**config.mk**
```make
export PLATFORM = sky130hd
export DESIGN_NAME = clpa_mod
export DESIGN_NICKNAME = d
export VERILOG_FILES = /design/src/hdl/clpa_pkg.sv /design/src/hdl/clpa_mod.sv
export SDC_FILE = /design/constraint.sdc
export NUM_CORES = 1
export LEC_CHECK = 0
export BUFFER_PORTS_ARGS = -buffer_cell sky130_fd_sc_hd__buf_2
export CAP_MARGIN = 20
export CORE_MARGIN = 3
export CORE_UTILIZATION = 34
export DETAILED_ROUTE_END_ITERATION = 10
export SYNTH_ARGS = -nofsm -noshare
export SYNTH_HDL_FRONTEND = slang
export SYNTH_SLANG_ARGS = --single-unit
```
**constraint.sdc**
```tcl
create_clock -name i_clk -period 3.2 [get_ports i_clk]
set_clock_uncertainty 0.15 [all_clocks]
set_input_delay 0.16 -clock i_clk [delete_from_list [all_inputs] [get_ports i_clk]]
set_output_delay 0.16 -clock i_clk [all_outputs]
set_load 0.005 [all_outputs]
```
**src/hdl/clpa_pkg.sv**
```systemverilog
`default_nettype none
package clpa_pkg;

    localparam int MAX_ROWS   = 4096;
    localparam int MAX_WEIGHT = 11;

    // derived widths
    localparam int ROW_W  = $clog2(MAX_ROWS);
    localparam int CNT_W  = ROW_W + 1;
    localparam int TAP_W  = $clog2(MAX_WEIGHT);
    localparam int TCNT_W = $clog2(MAX_WEIGHT + 1);

    // fixed field widths
    localparam int CMD_W     = 2;
    localparam int TIDX_W    = 4;
    localparam int POS_W     = 12;
    localparam int CFG_W     = 13;
    localparam int WGT_W     = 4;
    localparam int CFG_IDX_W = 1;

    typedef enum logic [CMD_W-1:0] {
        CMD_LOAD_TAP = 2'd0,
        CMD_WRITE    = 2'd1,
        CMD_MESSAGE  = 2'd2,
        CMD_READ     = 2'd3
    } t_cmd;

    localparam logic [CFG_IDX_W-1:0] CFG_ROWS   = 1'd0;
    localparam logic [CFG_IDX_W-1:0] CFG_WEIGHT = 1'd1;

endpackage
`default_nettype wire

```
**src/hdl/clpa_mod.sv**
```systemverilog
`default_nettype none
module clpa_mod
    import clpa_pkg::*;
(
    input  wire logic             i_clk,
    input  wire logic             i_rst_n,
    input  wire logic             i_start,
    input  wire logic [POS_W-1:0] i_dividend,
    input  wire logic [CNT_W-1:0] i_divisor,
    output logic                  o_done,
    output logic [ROW_W-1:0]      o_rem
);

    localparam int STEP_W = $clog2(POS_W + 1);

    logic              r_busy;
    logic              r_done;
    logic [STEP_W-1:0] r_step;
    logic [POS_W-1:0]  r_dvd;
    logic [CNT_W-1:0]  r_dvs;
    logic [ROW_W-1:0]  r_rem;
    logic [CNT_W-1:0]  n_trial;
    logic [CNT_W-1:0]  n_rem;

    // one restoring step: shift in the next dividend bit, subtract if it fits
    always_comb begin
        n_trial = {r_rem, r_dvd[POS_W-1]};
        if (n_trial >= r_dvs) begin
            n_rem = n_trial - r_dvs;
        end else begin
            n_rem = n_trial;
        end
    end

    always_ff @(posedge i_clk) begin
        if (!i_rst_n) begin
            r_busy <= 1'b0;
            r_done <= 1'b0;
            r_step <= '0;
        end else begin
            r_done <= r_busy && !i_start && (r_step == STEP_W'(POS_W - 1));
            if (i_start) begin
                r_busy <= 1'b1;
                r_step <= '0;
                r_dvd  <= i_dividend;
                r_dvs  <= i_divisor;
                r_rem  <= '0;
            end else if (r_busy) begin
                r_rem  <= ROW_W'(n_rem);
                r_dvd  <= {r_dvd[POS_W-2:0], 1'b0};
                r_step <= r_step + 1'b1;
                if (r_step == STEP_W'(POS_W - 1)) begin
                    r_busy <= 1'b0;
                end
            end
        end
    end

    assign o_done = r_done;
    assign o_rem  = r_rem;

endmodule
`default_nettype wire

```
* Word-level counts from Yosys, hierarchy flattened *
Cells that the tools add are included.

cells by class
  multiplexer cells = 7
  add/sub/neg operators = 2
  reduce and logical (&&, ||, !) cells = 7
  order comparisons = 1
  eq/ne operators = 1
  bitwise operators = 1

operators by type and width
  operator                                                       count
  12-bit 2-to-1 mux                                              4
  13-bit greater-or-equal comparator                             1
  12-bit subtractor                                              1
  4-bit by 1-bit adder with 4-bit output, second input constant  1
  4-bit equality test, second input constant                     1
  2-bit AND reduction                                            2
  1-bit 2-to-1 mux                                               3
  1-bit logical AND                                              2
  2-bit nonzero test                                             1
  2-bit OR reduction                                             1
  1-bit logical NOT                                              1
  1-bit NOT                                                      1

storage, ports and cells
  bits in registers = 43
  word-level logic and storage cells = 25
  bits of input ports = 28
  output and inout bits = 13

* Depth between registers and ports, before layout *
  depth in word-level cells = 4
  mapped depth = 10
  depth with buffers taken out = 10

* Worst setup path after synthesis *
OpenSTA, ideal clock, no wires.

  path type = flip-flop to flip-flop
  start = register r_dvd[11]
  end = register r_rem[8], in the netlist o_rem[8] (data pin)
  data required time = 2.789 ns
  period minus slack after synthesis = 2.436 ns
  arrival time = 2.025 ns
  setup slack = 0.764 ns
  library setup time = 0.261 ns
  stages on the path, launching flop included = 11
  cell sequence = edfxtp_1 -> inv_1 -> ha_1 -> inv_1 -> fa_1 -> a21o_1 -> a221oi_2 -> o21bai_1 -> a21oi_1 -> xor2_1 -> o22ai_1

on the way
  longest elaborated chain between the ends = 3
  elaborated cells on any way between the ends = 4
  those cells by class = add/sub (1); order compare (1); mux (2)

RTL lines
  what                                                                            RTL line                        text
  start, declared                                                                 clpa_mod.sv:19                  logic [POS_W-1:0] r_dvd;
  start signal, assigned                                                          clpa_mod.sv:45                  r_dvd <= i_dividend;
  start signal, assigned                                                          clpa_mod.sv:50                  r_dvd <= {r_dvd[POS_W-2:0], 1'b0};
  12-bit subtractor / 13-bit greater-or-equal comparator (equally long branches)  clpa_mod.sv:29, clpa_mod.sv:28
  12-bit 2-to-1 mux (*)                                                           clpa_mod.sv:28                  if (n_trial >= r_dvs) begin
  12-bit 2-to-1 mux (*)                                                           clpa_mod.sv:48                  end else if (r_busy) begin
  end signal, assigned                                                            clpa_mod.sv:49                  r_rem <= ROW_W'(n_rem);
  end, declared                                                                   clpa_mod.sv:21                  logic [ROW_W-1:0] r_rem;

Mark *: on every way between the ends. The rest lies on a longest branch, timed or not. The select of a mux whose other input is x is not followed.
A chain may end at the register's enable or synchronous reset.

* Final worst setup path *
Same ends and word-level chain as after synthesis.

==> run metrics <==
syn avg cell area=12.3 sq um; final net count=slightly below 300; number of I/O pins=41; Synth top area share=47.8%; vias in the first global route=around 1.6k; vias per cell=around 5.0; row cnt=29; Pint=962 uW; Detailed Routing Iterations Pass 1=4; fin area=2830 sq um; die area=7870 sq um; Total GRT Usage=12.4%; Finish-stage setup viols=0; clock-pin slew on the worst setup and hold paths=approximately 90 ps; HPWL Detailed=3250 microns; RSZ-0062 raised after global routing=no; Setup Total Neg Slack=0 ps; Overflow after GRT=0; CP required=3100 ps; Num CTS Buffers=5; ANT nets after route=0; Tcrit/Tclk final=approximately 83%; Die Y=88.7 microns; Worst path max stage delay=400 ps; Seq/Total Area, Yosys=approximately 53%; Worst Path Buf+Inv=2; Filler cells=627; post-synth cell types=42; Core Area=6490 sq um; Yosys top cell by area=edfxtp_1; Initial DRC Count=84; die span in x=88.7 microns; ANT cells=0; syn_nets=232; PD cells=472 nW/um^2; Sink Count=43; sequential share of power=50.7%; critical path launch point type=register; DP Worst Slack=about 560 ps; switching share of total power=28.1%; initial antenna violation count=0; Placed Instances=slightly above 300; Max FO, Critical Path=3; Slew headroom=a little under three fifths; Post-Route WL=around 4500 microns; post-CTS setup buffer count=0; worst skew pair latency=approximately 300 ps; synth warn=0; Cell Area, Synth=2330 sq um; Hold Violations, Final=0; final worst slack=560 ps; Via Count=1630; TritonCTS clock tree=yes; end-of-flow core utilization=43.6%; H-tree levels=2; worst slew pin tran=around 660 ps; worst path cell trace=inv_1, ha_1, inv_1, fa_1, a21o_1, a221oi_2, o21bai_1, a21oi_1, xor2_1, o22ai_1; Hold Buf Count CTS=14; VDD IR max=0.251 mV; placed cell areas=approximately 2600 sq um; max-slew violations=0; port bufs=40; Initial Util=35.8%; Crit path top cell by count=inv_1; largest net degree at the start of global routing=25; layout cells sized above 1=28.9%; wire per inst=roughly 14 microns; Worst EP arrival=2540 ps; cell family with most CP delay=compound AO/OA/AOI/OAI gates; min Tclk post-route=2640 ps; LEAKAGE=~0.0012 uW; Comb pwr share=24.1%; max_cap viols=0; Layout area overhead=21.8%; asr flop ratio synth=0%; root buffer cell=clkbuf_8; Cell Count, Final, Fillers Out=326; status=completed; Critical Path Sink Type=register; Synth Register Bits=43; Post-route DRC=0; Final GP Congestion=between 0.8 and 0.9; most numerous cell in the Yosys netlist=edfxtp_1; Max clock buf depth=2; cells after synthesis=189; Tightest Hold Check Type=primary input to register; Post-synth top cells=37 x edfxtp_1, 17 x inv_1, 14 x ha_1, 14 x nor2_1; Switching Power=~380 uW; FMAX=approximately 380 MHz; WS Path Type=register to register; global-route wire length before repair=~7500 microns; synth top area cells=edfxtp_1 48%, ha_1 7.5%, mux2_2 5.3%; clock share of power=25.2%; cells resized by post-CTS repair=0; ys flop type=edfxtp_1; Post-synth EDFFs=37; CP max-delay cell=edfxtp_1
==> final timing paths <==
check / from / endpoint / slack [ps] / depth (start not counted)
max: r_dvd[11] / o_rem[8] / 560 / 10
min: i_dividend[8] / r_dvd[8] / 20 / 2
max reg2reg: r_dvd[11] / o_rem[8] / 560 / 10
min reg2reg: r_step[3] / o_done / 360 / 1
==> power groups by stage <==
stage | clock (uW) | sequential (uW) | combinational [uW]
after floorplan | 0 | 688 | 235
after global placement | 0 | 691 | 309
after detailed placement | 0 | 692 | 309
after CTS | 348 | 680 | 324
after global routing | 366 | 684 | 361
final | 337 | 679 | 322
==> layout by cell type (no fill, tap or decap), types with 2 or more instances in the layout <==
| cell type | n |
|---|---|
| o21ai_1 | 2 |
| a21oi_1 | 8 |
| xor2_1 | 3 |
| a21o_1 | 3 |
| clkbuf_1 | 2 |
| nor3_1 | 4 |
| edfxtp_1 | 37 |
| clkbuf_8 | 5 |
| nand3_1 | 2 |
| nand2_1 | 11 |
| and2_1 | 2 |
| buf_2 | 40 |
| mux2_2 | 11 |
| xnor2_1 | 6 |
| nand4_1 | 3 |
| and3_1 | 2 |
| o21ai_0 | 4 |
| nor2_1 | 14 |
| dlygate4sd3_1 | 14 |
| ha_1 | 14 |
| inv_1 | 17 |
| mux2i_1 | 4 |
| a211oi_1 | 2 |
| o211ai_2 | 2 |
| a211oi_2 | 4 |
| o22ai_1 | 2 |
| dfxtp_1 | 6 |
| o21a_1 | 7 |
==> stage by stage <==
| stage | total power [uW] | hold slack, ps |
|---|---|---|
| after global routing | 1410 | 16.9 |
| after CTS | 1350 | 8.04 |
| final | 1340 | 17.4 |
| after detailed placement | 1000 | 188 |
| after floorplan | 923 | 109 |
| after global placement | 1000 | 188 |
==> area by class of cell <==
class	instances	area (sq um)	share of cell area (%)
Sequential cell	43	1230	43.5
Multi-Input combinational cell	126	1010	35.7
Timing Repair Buffer	55	348	12.3
Tap cell	77	96.3	3.40
Clock buffer	7	76.3	2.69
Inverter	17	63.8	2.25
Clock inverter	1	5.00	0.177
==> routing by layer <==
metal | part of all wire (%) | global-route usage [%] | vias up
met3 | 5.6 | 3.35 | 4
met5 | 0 | 0 | -
met2 | 47 | 19.0 | 34
met4 | 0.90 | 4.12 | 0
li1 | - | - | 819
met1 | 46 | 17.0 | 773
==> worst reg2reg max path, stage by stage (launching register included) <==
cell	delay, ps
edfxtp_1	400
inv_1	80
ha_1	210
inv_1	70
fa_1	390
a21o_1	210
a221oi_2	350
o21bai_1	100
a21oi_1	180
xor2_1	160
o22ai_1	90
==> registers in the layout, summed over array words and instances (netlist names) <==
signal	cells
r_dvs	13
o_rem	12
r_dvd	12
r_step	4
o_done	1
r_busy	1
==> kinds of logic after synthesis <==
group / share of synthesized area [%]
and+or+nand+nor: 10.2
DFF: 52.9
adders and majority gates: 8.39
buffers and inverters: 3.55
muxes: 7.05
xor gates and xnor gates: 3.39
AOI/OAI and AO/OA: 14.5
Note: power is estimated with default switching activity, not from simulation.
